<file path="config.mk">
export PLATFORM = sky130hd
export DESIGN_NAME = mgha_cmp
export DESIGN_NICKNAME = d
export VERILOG_FILES = /design/src/mgha_pkg.sv /design/src/mgha_cmp.sv
export SDC_FILE = /design/constraint.sdc
export NUM_CORES = 1
export LEC_CHECK = 0
export BUFFER_PORTS_ARGS = -buffer_cell sky130_fd_sc_hd__buf_2
export CAP_MARGIN = 20
export CORE_AREA = 4 4 366 278
export CTS_CLUSTER_SIZE = 28
export DETAILED_ROUTE_END_ITERATION = 10
export DIE_AREA = 0 0 370 282
export PLACE_DENSITY = 0.49
export SLEW_MARGIN = 40
export SYNTH_ARGS = -nofsm -noshare
export SYNTH_HDL_FRONTEND = slang
export SYNTH_SLANG_ARGS = --single-unit
</file>
<file path="constraint.sdc">
create_clock -name aclk -period 12.6 [get_ports aclk]
set_input_delay 2.52 -clock aclk [delete_from_list [all_inputs] [get_ports aclk]]
set_output_delay 2.52 -clock aclk [all_outputs]
set_load 0.01 [all_outputs]
</file>
<file path="src/mgha_pkg.sv">
// Shared types and fixed widths for the marginal gain heap allocator.
package mgha_pkg;

    localparam int EXTRA_W = 16;
    localparam int FRAC_W  = 32;
    localparam int RATIO_W = 33;

    typedef struct packed {
        logic busy;
        logic done;
    } mgha_unit_status_t;

endpackage

</file>
<file path="src/mgha_cmp.sv">
// Exact gain compare of two groups by cross-multiplication through one multiplier.
module mgha_cmp #(
    parameter int EW = 18
) (
    input  logic                       aclk,
    input  logic                       aresetn,
    input  logic                       start,
    input  logic [EW-1:0]              a_pass,
    input  logic [EW-1:0]              a_total,
    input  logic [EW-1:0]              b_pass,
    input  logic [EW-1:0]              b_total,
    output mgha_pkg::mgha_unit_status_t status,
    output logic                       gt
);

    localparam int MW = EW + 1;

    logic [EW-1:0]   da_reg, db_reg, ta_reg, tb_reg;
    logic [2*EW-1:0] qa_reg, qb_reg;
    logic [3*EW-1:0] lhs_reg, rhs_reg;
    logic [2*MW-1:0] prod_reg;
    logic [2:0]      step_reg;
    logic            busy_reg, done_reg, gt_reg;
    logic [MW-1:0]   op_x, op_y;
    logic [3*EW-1:0] prod_lo, prod_hi;

    assign prod_lo = (3*EW)'(prod_reg[2*EW-1:0]);
    assign prod_hi = {prod_reg[2*EW-1:0], {EW{1'b0}}};

    // Step order: qa, qb, db*qa low/high half, da*qb low/high half.
    always_comb begin
        case (step_reg)
            3'd0:    begin op_x = MW'(ta_reg); op_y = MW'(ta_reg) + MW'(1); end
            3'd1:    begin op_x = MW'(tb_reg); op_y = MW'(tb_reg) + MW'(1); end
            3'd2:    begin op_x = MW'(db_reg); op_y = MW'(qa_reg[EW-1:0]); end
            3'd3:    begin op_x = MW'(db_reg); op_y = MW'(qa_reg[2*EW-1:EW]); end
            3'd4:    begin op_x = MW'(da_reg); op_y = MW'(qb_reg[EW-1:0]); end
            3'd5:    begin op_x = MW'(da_reg); op_y = MW'(qb_reg[2*EW-1:EW]); end
            default: begin op_x = '0; op_y = '0; end
        endcase
    end

    always_ff @(posedge aclk) begin
        prod_reg <= op_x * op_y;
        if (start) begin
            da_reg <= a_total - a_pass;
            db_reg <= b_total - b_pass;
            ta_reg <= a_total;
            tb_reg <= b_total;
        end
        case (step_reg)
            3'd1:    qa_reg <= prod_reg[2*EW-1:0];
            3'd2:    qb_reg <= prod_reg[2*EW-1:0];
            3'd3:    rhs_reg <= prod_lo;
            3'd4:    rhs_reg <= rhs_reg + prod_hi;
            3'd5:    lhs_reg <= prod_lo;
            3'd6:    lhs_reg <= lhs_reg + prod_hi;
            default: ;
        endcase
        if (!aresetn) begin
            busy_reg <= 1'b0;
            done_reg <= 1'b0;
            step_reg <= '0;
            gt_reg   <= 1'b0;
        end else begin
            done_reg <= 1'b0;
            if (start) begin
                busy_reg <= 1'b1;
                step_reg <= '0;
            end else if (busy_reg) begin
                if (step_reg == 3'd7) begin
                    busy_reg <= 1'b0;
                    done_reg <= 1'b1;
                    gt_reg   <= lhs_reg > rhs_reg;
                end else begin
                    step_reg <= step_reg + 3'd1;
                end
            end
        end
    end

    assign status.busy = busy_reg;
    assign status.done = done_reg;
    assign gt          = gt_reg;

endmodule

</file>
---- Word level (Yosys, flattened, before mapping) ----
Index checks and enable logic that the tools add are counted.
storage, ports and cells
  register bits ........................... 294
  bits of input ports ..................... 75
  output and inout bits ................... 3
  logic and storage cells ................. 50
operators by class
  add/sub/neg operators ................... 7
  $mul .................................... 1
  magnitude comparators ................... 1
  eq/ne operators ......................... 7
  multiplexer cells ....................... 8
  bitwise logic cells ..................... 4
  reduce and logical (&&, ||, !) cells .... 9
operators by type and width
  cell                     number
  $pmux W54 S2             2
  $pmux W19 S6             1
  $add A54 B54 Y54         2
  $pmux W18 S4             1
  $gt A54 B54 Y1           1
  $add A18 B1 Y19 const B  2
  $mul A18 B19 Y36         1
  $sub A18 B18 Y18         2
  $eq A3 B3 Y1 const B     4
  $eq A3 B2 Y1 const B     2
  $reduce_or A2 Y1         3
  $mux W1                  4
  $not A1 Y1               4
  $reduce_bool A2 Y1       2
  $add A3 B1 Y3 const B    1
  $eq A3 B1 Y1 const B     1
  $logic_not A3 Y1         1
  $reduce_and A3 Y1        1
  $reduce_or A3 Y1         1
  $reduce_and A2 Y1        1

---- Depth between registers and ports, before layout ----
  depth after elaboration ................. 4
  mapped depth ............................ 40
  mapped depth without buffers ............ 36

---- Worst setup path after synthesis ----
No wires, ideal clock.
  path kind ............................... reg-to-reg
  from .................................... reg step_reg[1]
  to ...................................... reg prod_reg[35]
  library setup time ...................... 62 ps
  arrival time ............................ 9,356 ps
  setup slack ............................. 3,182 ps
  stages on the path, launching flop included .. 38
  period minus slack after synthesis ...... 9,418 ps
  path through ............................ dfxtp_1 > inv_1 > ha_1 > nand2b_1 > inv_2 > buf_1 > nand2_1 > nand2_1 > ha_1 > nand2b_1 > nor3_1 > buf_2 > nand2_1 > xor2_1 > o221a_2 > clkbuf_1 > nor2_1 > fa_1 > (+2 left out) > fa_1 > inv_1 > fa_1 > fa_1 > inv_1 > fa_1 > inv_1 > ha_1 > clkbuf_1 > a21o_1 > a31oi_1 > o21ai_1 > a221oi_4 > o31a_1 > o31ai_1 > o41a_1 > or4_1 > nand3_1
between the ends
  longest elaborated chain between the ends .. 4
RTL lines
  element                                              line            text
  start, declared                                      mgha_cmp.sv:22  logic [2:0] step_reg;
  start signal, assigned                               mgha_cmp.sv:76  step_reg <= step_reg + 3'd1;
  $eq A3 B3 Y1 / $eq A3 B2 Y1 (equally long branches)  mgha_cmp.sv:32  case (step_reg)
  $reduce_or A2 Y1 (no line)                           -
  $pmux W18 S4                                         mgha_cmp.sv:32
  $mul A18 B19 Y36 *                                   mgha_cmp.sv:44  prod_reg <= op_x * op_y;
  end signal, assigned                                 mgha_cmp.sv:44
  end, declared                                        mgha_cmp.sv:21  logic [2*MW-1:0] prod_reg;
Mark *: on every way between the ends. The rest lies on a longest branch, timed or not.
A chain may end at the register's enable or synchronous reset.

---- Final worst setup path ----
  from .................................... reg step_reg[1]
  to ...................................... reg prod_reg[34]
The elaborated chain is that of the path after synthesis.

==> results.json <==
{
  "worst_ep_arrival_time_ps": 10360,
  "syn_area_per_cell_um2": 9.57,
  "final_cell_mix": "496 x inv_1, 303 x nor2_1, 275 x fa_1, 271 x ha_1, 264 x nand2_1",
  "cp_max_fo": 54,
  "cts_buffers": 36,
  "die_area_mm2": 0.104,
  "synth_ff_type": "edfxtp_1",
  "slowest_stage": "and2_1",
  "cts_setup_buffers": 0,
  "clk_pin_slew_worst_paths_ps": 60,
  "cts_tree": "done",
  "ant_nets": 0,
  "fin_skew_ps": 24.5,
  "drive_gt1_frac": 0.0740,
  "die_h_um": 282,
  "hpwlAfterDp_mm": 66.7,
  "num_antenna_cells": 0,
  "fin_crit_sh": 0.789,
  "grt_pass1_wl_mm": 131,
  "r2r_slack_ps": 2660,
  "grt_max_degree": 71,
  "finalMaxSlewViolations": 0,
  "status": "finished clean",
  "ys_ff_latch": 294,
  "drv_cap": 0,
  "hold_viol": 0,
  "coreArea_mm2": 0.0983,
  "holdWs_ps": 582,
  "tns_ps": 0,
  "holdBufCountCts": 0,
  "setup_ws_ps": 2660,
  "hold_class": "reg2reg",
  "setup_viol": 0,
  "dpl_worst_slack_ps": 2770,
  "clock-sinks": 294,
  "start_kind": "flop",
  "cts_resized": 0,
  "synth_edf_count": 252,
  "seq_area_frac_synth": 0.297,
  "synth_cell_type_count": 88,
  "yosysWarnings": 0,
  "port_buffers": 77,
  "grt_pass1_vias": 21000,
  "first_pass_iters": 5,
  "clock_path_buffers": 3,
  "grt_setup_unrepaired": "false",
  "num_vias": 21200,
  "slew_headroom": 0.445,
  "utilization": 0.322,
  "end_kind": "flop",
  "rows": 100,
  "critPathBufInv": 8,
  "critical_path_required_ps": 13030,
  "clock-root-buffer": "clkbuf_16",
  "syn_area_mm2": 0.0283,
  "dr.first_iter.drc_count": 1714,
  "syn_inst": 2959,
  "area_growth_pct": 11.7,
  "fillCellCount": 10300,
  "tightestPinTransition_ps": 832,
  "crit_family": "adder cells",
  "post_drt_via_cell_ratio": 4.85,
  "min_period_ps": 9940,
  "antenna_found_initial": 1,
  "grt_use_total": 0.164,
  "ctsHtreeMaxLevel": 2,
  "syn_nets": 3581,
  "ios": 78,
  "max_freq_ghz": 0.101,
  "start_util": 0.288,
  "final_common_cell": "inv_1",
  "path_class": "reg2reg",
  "wirelength_mm": 85.6,
  "gp_congestion": 0.870,
  "remaining_drc_errors": 0,
  "final_nets": 3651,
  "avgRoutedWirePerCell_um": 19.5,
  "globalRoute.totalOverflow": 0,
  "synthArstFlopShare": 0,
  "die_w_um": 370,
  "clk_latency_ps": 550,
  "max_stage_delay_ps": 650
}
worst register-to-register path, delay by kind of cell, from the launching register on:
family	cells	cell delay, ps
multiplexers	1	440
AND/OR/NAND/NOR	6	1550
flip-flops	1	330
AO/OA/AOI/OAI	8	2620
XOR/XNOR	2	250
buffers and inverters	8	1340
adder cells (fa/ha/maj)	8	3310
through the flow:
| stage | area [um2] | cells |
|---|---|---|
| floorplan | 28300 | 2959 |
| global placement | 30400 | 4315 |
| detailed placement | 30500 | 4317 |
| CTS | 31700 | 4380 |
| global route | 31700 | 4380 |
| finish | 31700 | 4380 |
synth_stat cells, drive strengths merged, types with 15 or more instances:
library cell / number / area share
a221oi: 20 / 0.0068
a21oi: 109 / 0.019
edfxtp: 252 / 0.27
dfxtp: 42 / 0.030
inv: 497 / 0.066
nor2b: 15 / 0.0033
nand2: 266 / 0.035
o21a: 23 / 0.0061
and3: 35 / 0.0077
nand2b: 26 / 0.0057
nor3: 42 / 0.0076
a211oi: 16 / 0.0042
o211ai: 23 / 0.0061
clkbuf: 73 / 0.0097
and2: 47 / 0.010
buf: 16 / 0.0030
xnor2: 86 / 0.027
nand3: 45 / 0.0079
a22oi: 41 / 0.011
or3: 19 / 0.0042
nand4: 19 / 0.0042
a31oi: 22 / 0.0049
fa: 275 / 0.19
nor2: 304 / 0.040
o21ai: 104 / 0.018
xor2: 45 / 0.014
a21o: 62 / 0.016
ha: 272 / 0.12
o21bai: 17 / 0.0045
final timing paths:
check                                              start                  endpoint  cells after the start
worst max register to register  step_reg[1]$_SDFFE_PP0P_      prod_reg[34]$_DFF_P_                     33
worst min-delay path            step_reg[0]$_SDFFE_PP0P_  step_reg[0]$_SDFFE_PP0P_                      2
worst max-delay path            step_reg[1]$_SDFFE_PP0P_      prod_reg[34]$_DFF_P_                     33
worst min register to register  step_reg[0]$_SDFFE_PP0P_  step_reg[0]$_SDFFE_PP0P_                      2
layer usage:
metal	global-route usage	routed length (um)	vias to the layer above
li1	-	-	10100
met1	0.257	43800	10500
met2	0.231	34200	572
met3	0.0328	5930	89
met4	0.0350	1680	0
met5	0	0	-
layout make-up:
cell class              instances  area [um2]  area share
clock buffers                  47         973      0.0308
clock inverters                16         218     0.00688
inverters                     498        1870      0.0591
multi-input cells            2078       17800       0.563
flip-flops and latches        294        8410       0.266
well taps                    1326        1660      0.0524
repair buffers                121         716      0.0226
cell families after synthesis:
kind of cell             count (synthesis)  synth area share
AND/OR/NAND/NOR                        856             0.137
adder cells (fa/ha/maj)                547             0.314
AO/OA/AOI/OAI                          538             0.131
flip-flops                             294             0.297
multiplexers                             6           0.00216
buffers and inverters                  587            0.0786
XOR/XNOR                               131            0.0405
Power is left out: the tool's default activity adds up to more than one toggle a clock period on the data nets, which glitch-free logic cannot reach.
