===== src/mgha_pkg.sv =====
// Shared types and fixed widths for the marginal gain heap allocator.
package mgha_pkg;

    localparam int EXTRA_W = 16;
    localparam int FRAC_W  = 32;
    localparam int RATIO_W = 33;

    typedef struct packed {
        logic busy;
        logic done;
    } mgha_unit_status_t;

endpackage


===== src/mgha_div.sv =====
// Restoring divider that produces one quotient bit per cycle.
module mgha_div #(
    parameter int NUM_W = 50,
    parameter int DEN_W = 18
) (
    input  logic                       aclk,
    input  logic                       aresetn,
    input  logic                       start,
    input  logic [NUM_W-1:0]           num,
    input  logic [DEN_W-1:0]           den,
    output mgha_pkg::mgha_unit_status_t status,
    output logic [NUM_W-1:0]           quot
);

    localparam int CNT_W = $clog2(NUM_W + 1);

    logic [NUM_W-1:0] q_reg;
    logic [DEN_W-1:0] rem_reg, den_reg;
    logic [CNT_W-1:0] cnt_reg;
    logic             busy_reg, done_reg;
    logic [DEN_W:0]   trial;
    logic             fits;

    assign trial = {rem_reg, q_reg[NUM_W-1]};
    assign fits  = trial >= {1'b0, den_reg};

    always_ff @(posedge aclk) begin
        if (start) begin
            q_reg   <= num;
            rem_reg <= '0;
            den_reg <= den;
        end else if (busy_reg) begin
            q_reg   <= {q_reg[NUM_W-2:0], fits};
            rem_reg <= fits ? DEN_W'(trial - {1'b0, den_reg}) : trial[DEN_W-1:0];
        end
        if (!aresetn) begin
            busy_reg <= 1'b0;
            done_reg <= 1'b0;
            cnt_reg  <= '0;
        end else begin
            done_reg <= 1'b0;
            if (start) begin
                busy_reg <= 1'b1;
                cnt_reg  <= CNT_W'(NUM_W);
            end else if (busy_reg) begin
                cnt_reg <= cnt_reg - CNT_W'(1);
                if (cnt_reg == CNT_W'(1)) begin
                    busy_reg <= 1'b0;
                    done_reg <= 1'b1;
                end
            end
        end
    end

    assign status.busy = busy_reg;
    assign status.done = done_reg;
    assign quot        = q_reg;

endmodule


===== config.mk =====
export PLATFORM = sky130hd
export DESIGN_NAME = mgha_div
export DESIGN_NICKNAME = d
export VERILOG_FILES = /design/src/mgha_pkg.sv /design/src/mgha_div.sv
export SDC_FILE = /design/constraint.sdc
export NUM_CORES = 1
export LEC_CHECK = 0
export ABC_AREA = 1
export BUFFER_PORTS_ARGS = -buffer_cell sky130_fd_sc_hd__buf_2
export CORE_ASPECT_RATIO = 1.4
export CORE_MARGIN = 2
export CORE_UTILIZATION = 40
export DETAILED_ROUTE_END_ITERATION = 6
export PLACE_DENSITY = 0.64
export REMOVE_ABC_BUFFERS = 1
export SYNTH_ARGS = -nofsm -noshare
export SYNTH_HDL_FRONTEND = slang
export SYNTH_SLANG_ARGS = --single-unit

===== constraint.sdc =====
create_clock -name aclk -period 2.67 [get_ports aclk]
set_input_delay 0.267 -clock aclk [delete_from_list [all_inputs] [get_ports aclk]]
set_output_delay 0.267 -clock aclk [all_outputs]
set_load 0.1 [all_outputs]

# Yosys cells after proc, flatten, opt, wreduce, memory -nomap -nowiden
# Cells that the tools add are included.
[op_classes] add_sub_neg=2 order_cmp=1 eq_ne=1 muxes=9 bitwise_logic=2 n_reduce_logical=3
[ops] operator="$mux 50" count=2
[ops] operator="$ge 19x18->1" count=1
[ops] operator="$mux 18" count=1
[ops] operator="$sub 18x18->18" count=1
[ops] operator="$mux 6" count=2
[ops] operator="$eq 6x1->1 const B" count=1
[ops] operator="$sub 6x1->6 const B" count=1
[ops] operator="$mux 1" count=4
[ops] operator="$reduce_or 3->1" count=1
[ops] operator="$not 1->1" count=2
[ops] operator="$reduce_bool 2->1" count=1
[ops] operator="$reduce_or 2->1" count=1
[word_totals] register_bits=94 inputBits=71 output_inout_bits=52 elab_cells=25

# Logic depth before layout (Yosys ltp)
# Gate-level depths: netlist of the first run.
[logic_depth] depth_word=4 depth_mapped=16 depth_no_buf=15

# Worst setup path after synthesis of the first run
# OpenSTA, ideal clock, no wires.
[synth_path] path_type="reg-to-reg" startpoint="register q_reg[49], in the netlist quot[49]" endpoint="register rem_reg[14]" setup_ns=0.113 arrival_ns=2.398 t_required_ns=2.557 setup_slack_ns=0.159 path_stages_with_launch=16 n_path_buf=0 period_less_slack_ns=2.511 cell_sequence="edfxtp_1 inv_1 ha_1 inv_1 fa_1 inv_1 nor2_1 nor2_1 o21bai_1 nand2_1 nand2_1 nand2_1 nand2_1 nand2_1 nand3_1 nand2_1"
[synth_between] elab_chain_cells=2 elab_cells_between_ends=3 classes_between="add/sub: 1; order compare: 1; mux: 1"
[synth_lines] element="from (decl)" line="mgha_div.sv:17" text="logic [NUM_W-1:0] q_reg;"
[synth_lines] element="from (signal assigned)" line="mgha_div.sv:29" text="q_reg <= num;"
[synth_lines] element="from (signal assigned)" line="mgha_div.sv:33" text="q_reg <= {q_reg[NUM_W-2:0], fits};"
[synth_lines] element="$sub 18x18->18 / $ge 19x18->1 (equally long branches)" line="mgha_div.sv:34, mgha_div.sv:25"
[synth_lines] element="$mux 18 *" line="mgha_div.sv:34" text="rem_reg <= fits ? DEN_W'(trial - {1'b0, den_reg}) : trial[DEN_W-1:0];"
[synth_lines] element="to (signal assigned)" line="mgha_div.sv:34"
[synth_lines] element="to (decl)" line="mgha_div.sv:18" text="logic [DEN_W-1:0] rem_reg, den_reg;"
# Every way passes the cells marked *; elsewhere a longest branch is shown, timed or not.
# A chain may end at the register's enable or synchronous reset.

# Worst setup path in the final report of the first run
# Same ends and word-level chain as after synthesis.

==> impl_metrics.yaml, run 1 <==
layout:
  drive_above_1_share_pct: 21.1
  final_cell_mix: "nand2_1, buf_2, inv_1, edfxtp_1, nand3_1"
  num_antenna_cells: 0
  area_growth_syn_to_layout_pct: 19.9
  finalNetCount: 854
  multi_input_area_um2: 2140
  layout_commonest_cell: "nand2_1"
  instances_no_fill: 917
  seq_area_um2: 2560
  largest_reg_flops: 50
  fillers: 1196
timing:
  worst_slack_ns: 0.409
  tightestPinTransition_ns: 0.901
  fmax_mhz: 442
  period_needed_ns: 2.26
  tns_ns: 0
  finalCritPeriodShare_pct: 84.7
  rsz0062_at_grt: "no"
  finalClockSkew_ns: 0.00832
  finalHoldViolCount: 0
  relSlewSlack_pct: 39.9
  setup_viol: 0
  maxSlewViolCount: 0
logic_synthesis:
  ys_seq_area_share_pct: 50.1
  synth.distinct_cells: 36
  ys_top_cells_by_area: "edfxtp_1, nand2_1, dfxtp_1"
  synth_edf_count: 68
  synth-async-reset-ratio_pct: 0
  synth_seq_cells: 94
  postSynthAreaPerCell_um2: 7.96
  yosys.area.top_type: "edfxtp_1"
  synth_ff_type: "edfxtp_1"
  yosysWarningCount: 0
  synthCells: 643
  synth_area_um2: 5120
  synth_top_area_share_pct: 39.9
placement:
  dp.final_hpwl_mm: 9.21
  port_buffers: 122
  dp_slack_ns: 0.429
  gp_congestion: 0.907
  dp_cells: 901
clock_network:
  htree_levels: 3
  cts.sinks: 94
  cts_made_buffers: 9
  clk_transition_reported_paths_ns: 0.07
  clockBufferDepth: 2
  cts-hold-fix-buffers: 0
  insertion_delay_ns: 0.34
  cts_resized: 0
  ctsRootBufferMaster: "clkbuf_16"
  postCtsSetupBuffers: 0
  cts_tree: "built"
setup_path:
  cp-end-kind: "register"
  r2r_end: "rem_reg[14]$_SDFFE_PP0P_"
  rrSetupSlack_ns: 0.41
  cp.required_ns: 2.91
  crit_type: "register to register"
  reg2reg_depth: 14
  start_kind: "register"
  reg2reg_from: "quot[49]$_DFFE_PP_"
  cp_max_fo: 3
  worstPathArrival_ns: 2.50
worst_hold_path:
  min_path_type: "primary input to register"
  min_to: "den_reg[4]$_DFFE_PP_"
  min_from: "den[4]"
  hold_path_depth: 1
floorplan:
  die_w_um: 99.6
  boundaryPins: 123
  start_util_pct: 41.2
  rows: 48
  core_area_um2: 12400
  chipHeight_um: 138
  die_area_um2: 13700
power:
  peakVddDrop_v: 0.000402
  power.static_leakage_nw: 3.16
  power_mw: 4.02
  powerDensity_nw_per_um2: 655
routing:
  wl_per_cell_um: 13.5
  num_vias: 4463
  routed_via_density: 4.87
  antenna_left: 0
  drcViolationCount: 0
  drt_pass1_iterations: 4
  drt_iter0_markers: 226
  drt_wl_total_mm: 12.4
run:
  maxCapViolCount: 0
global_route:
  antenna_found_initial: 0
  grt_usage_pct: 19.0
  grt_pass1_vias: 4621
  grt_pass1_wl_mm: 20.9
  grt_overflow: 0
  grt_max_degree: 60
run_status:
  status: "finished clean"
[power breakdown]
| part | leakage (nW) | total [mW] | internal [mW] | switching, mW |
|---|---|---|---|---|
| Combinational | 2.13 | 1.04 | 0.192 | 0.846 |
| Sequential | 0.901 | 1.76 | 1.70 | 0.0599 |
| Clock | 0.135 | 1.22 | 0.638 | 0.582 |
[worst max-delay path, stage by stage (launching register included)]
cell	delay, ns
edfxtp_1	0.39
inv_1	0.09
ha_1	0.18
inv_1	0.09
fa_1	0.41
inv_1	0.07
nor2_1	0.05
nor2_1	0.18
o21bai_1	0.19
nand2_1	0.16
nand3b_1	0.10
nand2_1	0.08
nand2_1	0.05
nand3_1	0.07
nand2_1	0.05
[metrics by stage]
step / utilization (%) / hold slack [ns] / area, µm²
4_1_cts: 49.4 / 0.0874 / 6140
5_1_grt: 49.4 / 0.0949 / 6140
2_1_floorplan: - / 0.366 / 4990
6_report: 49.4 / 0.0985 / 6140
3_5_place_dp: 47.2 / 0.445 / 5860
3_3_place_gp: 47.2 / 0.446 / 5860
[logic make-up after synthesis]
family / after synthesis / share of synthesized area (%)
flops: 94 / 50.1
buf+inv: 100 / 8.16
xor+xnor: 8 / 1.37
fa+ha+maj: 21 / 5.28
simple gates: 387 / 31.5
compound gates: 33 / 3.67
[final cells by class]
| type | count | area share, % |
|---|---|---|
| clock buffers | 10 | 3.73 |
| clock inverters | 6 | 0.714 |
| inverters | 78 | 4.77 |
| multi-input cells | 449 | 34.8 |
| flip-flops and latches | 94 | 41.8 |
| well taps | 150 | 3.06 |
| repair buffers | 130 | 11.1 |
[synthesized netlist by cell type (all sizes together) (2+ instances only)]
| cell type | n |
|---|---|
| a31oi | 2 |
| nor3 | 3 |
| nand4 | 2 |
| nor2 | 33 |
| edfxtp | 68 |
| nand3 | 40 |
| xor2 | 2 |
| buf | 11 |
| a21oi | 13 |
| clkinv | 2 |
| inv | 76 |
| o21ai | 15 |
| xnor2 | 6 |
| dfxtp | 26 |
| nor3b | 2 |
| ha | 20 |
| nand3b | 13 |
| nand2 | 293 |
| clkbuf | 11 |
[how the worst max path moves through the flow]
stage	end	start	slack (ns)	depth (start not counted)
after global routing	rem_reg[14]$_SDFFE_PP0P_	quot[49]$_DFFE_PP_	0.25	15
after global placement	rem_reg[14]$_SDFFE_PP0P_	quot[49]$_DFFE_PP_	0.49	14
after detailed placement	rem_reg[14]$_SDFFE_PP0P_	quot[49]$_DFFE_PP_	0.43	14
after CTS	rem_reg[14]$_SDFFE_PP0P_	quot[49]$_DFFE_PP_	0.41	14
after floorplan	quot[0]$_DFFE_PP_	busy_reg$_SDFF_PN0_	-0.48	2
final	rem_reg[14]$_SDFFE_PP0P_	quot[49]$_DFFE_PP_	0.41	14
[routing by layer]
metal / share of wire [%] / GRT usage [%] / wire length, µm / vias up
li1: - / - / - / 2265
met1: 41 / 21.6 / 5040 / 2027
met2: 49 / 33.3 / 6130 / 150
met3: 7.8 / 5.63 / 971 / 21
met4: 2.2 / 7.84 / 278 / 0
met5: 0 / 0 / 0 / -
No activity file was read; power rests on OpenSTA's default activity.
==> inputs of run 2 (changes only) <==
Settings changed: ABC_AREA 1 to 0, PLACE_DENSITY 0.64 to 0.67.
Clock period 2.67 ns to 1.8 ns, I/O delays scaled along.
==> impl_metrics.yaml, run 2 <==
logic_synthesis:
  synth.distinct_cells: 53
  synth_top_area_share_pct: 43.0
  synth-async-reset-ratio_pct: 0
  synth_area_um2: 4750
  synth_edf_count: 68
  synthCells: 397
  synth_ff_type: "edfxtp_1"
  synth_top_cells_by_count: "edfxtp_1, mux2_2, nor2_1"
  synth.most_common_cell: "edfxtp_1"
  synth_seq_cells: 94
  ys_top_cells_by_area: "edfxtp_1, mux2_2, dfxtp_1"
  yosys.area.top_type: "edfxtp_1"
  postSynthAreaPerCell_um2: 12.0
  yosysWarningCount: 0
  ys_seq_area_share_pct: 53.9
routing:
  drcViolationCount: 0
  drt_pass1_iterations: 4
  num_vias: 3860
  antenna_left: 0
  wl_per_cell_um: 15.9
  drt_wl_total_mm: 12.0
  drt_iter0_markers: 137
  routed_via_density: 5.10
power:
  internal_power_mw: 4.54
  peakVddDrop_v: 0.000822
  p_comb_share_pct: 30.6
  p_seq_share_pct: 38.2
  switching_power_mw: 2.39
  clkPwrFrac_pct: 31.3
  power.static_leakage_nw: 3.01
  switching_share_pct: 34.5
  powerDensity_nw_per_um2: 1010
setup_path:
  cp_max_fo: 3
  start_kind: "register"
  worstPathArrival_ns: 2.71
  crit_type: "register to register"
  cp.required_ns: 2.08
  cp-end-kind: "register"
timing:
  fmax_mhz: 412
  setup_viol: 19
  tightestPinTransition_ns: 0.505
  rsz0062_at_grt: "yes"
  finalCritPeriodShare_pct: 135
  relSlewSlack_pct: 66.6
  finalClockSkew_ns: 0.00796
  maxSlewViolCount: 0
  finalHoldViolCount: 0
  period_needed_ns: 2.43
  tns_ns: -8.50
  worst_slack_ns: -0.626
run_status:
  violations: "negative setup slack"
  status: "finished, violations left"
global_route:
  grt_overflow: 0
  met3_usage_pct: 6.09
  grt_usage_pct: 20.0
  grt_pass1_wl_mm: 19.9
  top_usage_layer: "met2"
  antenna_found_initial: 0
  grt_use_met2_pct: 34.3
  grt_max_degree: 42
  grt_use_met1_pct: 23.1
  grt_pass1_vias: 4176
clock_network:
  cts_made_buffers: 9
  insertion_delay_ns: 0.34
  clk_transition_reported_paths_ns: 0.07
  cts.sinks: 94
  htree_levels: 3
  clockBufferDepth: 2
  cts_tree: "built"
  ctsRootBufferMaster: "clkbuf_16"
layout:
  final_cell_mix: "buf_2, buf_4, edfxtp_1, mux2_2, nor2_1"
  seq_area_um2: 2560
  layout_commonest_cell: "buf_2"
  fillers: 981
  multi_input_area_um2: 2250
  num_antenna_cells: 0
  instances_no_fill: 757
  area_growth_syn_to_layout_pct: 43.9
  drive_above_1_share_pct: 52.8
  postLayoutCoreUtil_pct: 58.4
  finalNetCount: 697
  largest_reg_flops: 50
placement:
  port_buffers: 122
  gp_congestion: 0.897
  dp_cells: 730
  dp.final_hpwl_mm: 8.88
floorplan:
  boundaryPins: 123
  rows: 47
  die_w_um: 96.1
  chipHeight_um: 133
  start_util_pct: 40.6
  core_area_um2: 11700
  die_area_um2: 12800
worst_hold_path:
  min_path_type: "primary input to register"
run:
  maxCapViolCount: 0
==> run 2: changes by cell type after synthesis, moves of 9 or more <==
cell      previous run  this run
nand2_1            287        23
inv_1               73        24
mux2_2               0        49
nand3_1             39         9
a21oi_1             10        23
nand3b_1            13         0
a211oi_1             1        13
mux2i_1              0         9
==> run 2: cell type report <==
class | instances | area share, %
flip-flops and latches | 94 | 37.5
clock buffers | 11 | 3.71
well taps | 147 | 2.69
repair buffers | 216 | 20.6
multi-input cells | 260 | 32.9
inverters | 24 | 1.32
clock inverters | 5 | 1.28
==> run 2: kinds of logic after synthesis <==
group,count (synthesis),share of synthesized area (%)
flops,94,53.9
simple gates,83,7.95
compound gates,78,11.5
mux,59,13.7
buf+inv,43,3.76
fa+ha+maj,21,5.69
xor+xnor,19,3.50
==> run 2: power by group through the flow <==
stage	sequential (mW)	clock [mW]	combinational, mW
after floorplan	3.56	0	0.541
after global placement	2.68	0	1.98
after detailed placement	2.68	0	2.00
after CTS	2.65	2.20	2.09
after global routing	2.67	2.29	2.24
final	2.65	2.17	2.12
==> run 2: per-layer routing <==
metal  vias to the layer above  wire length (µm)
met5                         -                 0
met4                         0               280
met3                        16               818
met2                       120              6140
met1                      1845              4790
li1                       1879                 -
==> run 2: per-stage QoR <==
step	power [mW]	setup WS [ns]	cell area [µm²]	hold WS, ns
4_1_cts	6.94	-0.546	6760	0.00349
3_5_place_dp	4.68	-0.769	6140	0.359
3_3_place_gp	4.66	-0.756	6140	0.357
6_report	6.93	-0.626	6840	0.0146
5_1_grt	7.20	-0.730	6840	0.0000294
2_1_floorplan	4.10	-1.47	4660	0.253
==> run 2: worst paths after layout <==
check / from / to / slack (ns) / cells after the start
setup / recovery: quot[49]$_DFFE_PP_ / rem_reg[14]$_SDFFE_PP0P_ / -0.63 / 10
hold / removal: den[12] / den_reg[12]$_DFFE_PP_ / 0.01 / 1
setup reg to reg: quot[49]$_DFFE_PP_ / rem_reg[14]$_SDFFE_PP0P_ / -0.63 / 10
hold reg to reg: rem_reg[17]$_SDFFE_PP0P_ / rem_reg[17]$_SDFFE_PP0P_ / 0.54 / 2
==> run 2: what timing repair did <==
item,4_1_cts,5_1_grt
hold endpoints to repair,0,1
hold buffers,0,1
setup buffers,13,3
pin swaps,25,19
resized for setup,44,18
setup endpoints to repair,19,19
==> run 2: worst max-delay path, stage by stage (launching register included) <==
cell      delay [ns]
edfxtp_1        0.40
inv_2           0.09
ha_4            0.13
inv_2           0.03
fa_2            0.38
a211oi_4        0.29
o21ai_2         0.11
nor3b_4         0.17
a31o_2          0.22
or4_1           0.47
nand3_1         0.08
==> inputs of run 3 (changes only) <==
--- a/config.mk
+++ b/config.mk
@@ -11,5 +11,5 @@
 export CORE_MARGIN = 2
-export CORE_UTILIZATION = 40
+export CORE_UTILIZATION = 48
 export DETAILED_ROUTE_END_ITERATION = 6
-export PLACE_DENSITY = 0.67
+export PLACE_DENSITY = 0.77
 export REMOVE_ABC_BUFFERS = 1
--- a/constraint.sdc
+++ b/constraint.sdc
@@ -3,2 +3,2 @@
 set_output_delay 0.18 -clock aclk [all_outputs]
-set_load 0.1 [all_outputs]
+set_load 0.02 [all_outputs]
==> impl_metrics.yaml, run 3 (synthesis gave the netlist of run 2 again) <==
global_route:
  grt_max_degree: 51
  grt_overflow: 0
  grt_pass1_wl_mm: 19.4
  grt_usage_pct: 23.7
  antenna_found_initial: 0
  grt_pass1_vias: 4059
setup_path:
  cp.required_ns: 2.09
  reg2reg_depth: 10
  cp_slowest_stage_delay_ns: 0.48
  r2r_end: "rem_reg[14]$_SDFFE_PP0P_"
  cpMostUsedCell: "inv_2"
  cp-startpoint: "quot[49]$_DFFE_PP_"
  crit_type: "register to register"
  rrSetupSlack_ns: -0.62
  cpMaxStageDelayCell: "or4_1"
  cp-end-kind: "register"
  cp_cell_sequence: "inv_2, ha_4, inv_2, fa_2, a211oi_4, o21ai_2, nor3b_4, a31o_2, or4_1, nand3_1"
  worstPathArrival_ns: 2.71
  cp_max_fo: 3
  start_kind: "register"
  crit_end: "rem_reg[14]$_SDFFE_PP0P_"
  reg2reg_from: "quot[49]$_DFFE_PP_"
layout:
  postLayoutCoreUtil_pct: 69.8
  final_cell_mix: "buf_2, buf_4, edfxtp_1, mux2_2, nor2_1"
  layout_commonest_cell: "buf_2"
  drive_above_1_share_pct: 53.3
  fillers: 714
  largest_reg_flops: 50
  multi_input_area_um2: 2330
  area_growth_syn_to_layout_pct: 43.8
  num_antenna_cells: 0
  finalNetCount: 693
  seq_area_um2: 2560
clock_network:
  clk_transition_reported_paths_ns: 0.07
  clockBufferDepth: 2
  cts.sinks: 94
  cts_made_buffers: 9
  insertion_delay_ns: 0.35
  cts_tree: "built"
  htree_levels: 3
  ctsRootBufferMaster: "clkbuf_16"
routing:
  antenna_left: 0
  drcViolationCount: 0
  drt_wl_total_mm: 12.3
  drt_iter0_markers: 212
  wl_per_cell_um: 16.6
  drt_pass1_iterations: 4
  routed_via_density: 5.33
  num_vias: 3949
floorplan:
  die_area_um2: 10700
  rows: 43
  chipHeight_um: 122
  die_w_um: 88.1
  core_area_um2: 9790
  boundaryPins: 123
  start_util_pct: 48.5
power:
  switching_power_mw: 1.75
  switching_share_pct: 28.7
  peakVddDrop_v: 0.000709
  internal_power_mw: 4.34
  clkPwrFrac_pct: 32.8
  p_seq_share_pct: 43.5
  power.static_leakage_nw: 2.99
  p_comb_share_pct: 23.7
  powerDensity_nw_per_um2: 891
run_status:
  status: "finished, violations left"
  violations: "negative setup slack"
placement:
  gp_congestion: 0.885
  port_buffers: 122
  dp.final_hpwl_mm: 8.60
  dp_slack_ns: -0.786
timing:
  rsz0062_at_grt: "yes"
  finalClockSkew_ns: 0.00617
  worst_slack_ns: -0.621
  relSlewSlack_pct: 44.8
  finalCritPeriodShare_pct: 135
  maxSlewViolCount: 0
  fmax_mhz: 413
  tightestPinTransition_ns: 0.826
  period_needed_ns: 2.42
  finalHoldViolCount: 0
  setup_viol: 19
worst_hold_path:
  min_path_type: "primary input to register"
run:
  maxCapViolCount: 0
run 3: worst min path at each step:
stage                     startpoint                 endpoint  slack (ns)  cells past startpoint
after floorplan                start  rem_reg[0]$_SDFFE_PP0P_        0.25                      1
after global placement       den[14]    den_reg[14]$_DFFE_PP_        0.36                      1
after detailed placement      den[7]     den_reg[7]$_DFFE_PP_        0.36                      1
after CTS                    den[12]    den_reg[12]$_DFFE_PP_      0.0005                      1
after global routing         den[13]    den_reg[13]$_DFFE_PP_       0.003                      1
final                         den[5]     den_reg[5]$_DFFE_PP_       0.006                      1
run 3: critical path: cells and delay by family, from the launching register on:
| kind | cells | cell delay (ns) |
|---|---|---|
| AO/OA/AOI/OAI | 3 | 0.60 |
| adder cells (fa/ha/maj) | 2 | 0.50 |
| buffers and inverters | 2 | 0.14 |
| flip-flops | 1 | 0.41 |
| AND/OR/NAND/NOR | 3 | 0.73 |
run 3: power groups by stage:
stage                     Sequential, mW  Combinational (mW)  Clock, mW
after global placement              2.68                1.23          0
after floorplan                     2.84               0.538          0
final                               2.65                1.45       1.99
after detailed placement            2.68                1.26          0
after global routing                2.67                1.56       2.09
after CTS                           2.65                1.36       2.02
run 3: final cells by class:
class                           count  share of cell area [%]
Sequential cell                    94                    37.5
Multi-Input combinational cell    260                    34.1
Timing Repair Buffer              212                    20.2
Clock buffer                       10                    3.35
Tap cell                          135                    2.47
Inverter                           24                    1.32
Clock inverter                      6                    1.13
run 3: routing by layer:
metal	GRT usage, %	routed length [µm]	share of wire [%]	vias to the layer above
met2	39.5	6230	51	161
met4	11.5	381	3.1	0
met1	27.5	4760	39	1869
met3	7.05	924	7.5	34
li1	-	-	-	1885
met5	0	0	0	-
run 3: timing repair:
item | 4_1_cts | 5_1_grt
buffers inserted | 6 | 8
endpoints found under the setup margin | 19 | 19
gates cloned | 1 | 1
hold buffers | 3 | 2
gates resized for setup | 41 | 27
hold endpoints to repair | 3 | 2
pin swaps | 12 | 25
run 3: metrics by stage:
| stage | area, µm² | power (mW) | setup TNS, ns | std cells | hold slack (ns) |
|---|---|---|---|---|---|
| detailed placement | 6030 | 3.94 | -10.32 | 709 | 0.358 |
| floorplan | 4660 | 3.37 | -54.96 | 378 | 0.253 |
| global placement | 6030 | 3.90 | -9.43 | 709 | 0.357 |
| CTS | 6670 | 6.03 | -8.11 | 734 | 0.000485 |
| global route | 6840 | 6.33 | -10.59 | 741 | 0.00340 |
| finish | 6840 | 6.09 | -8.51 | 741 | 0.00553 |
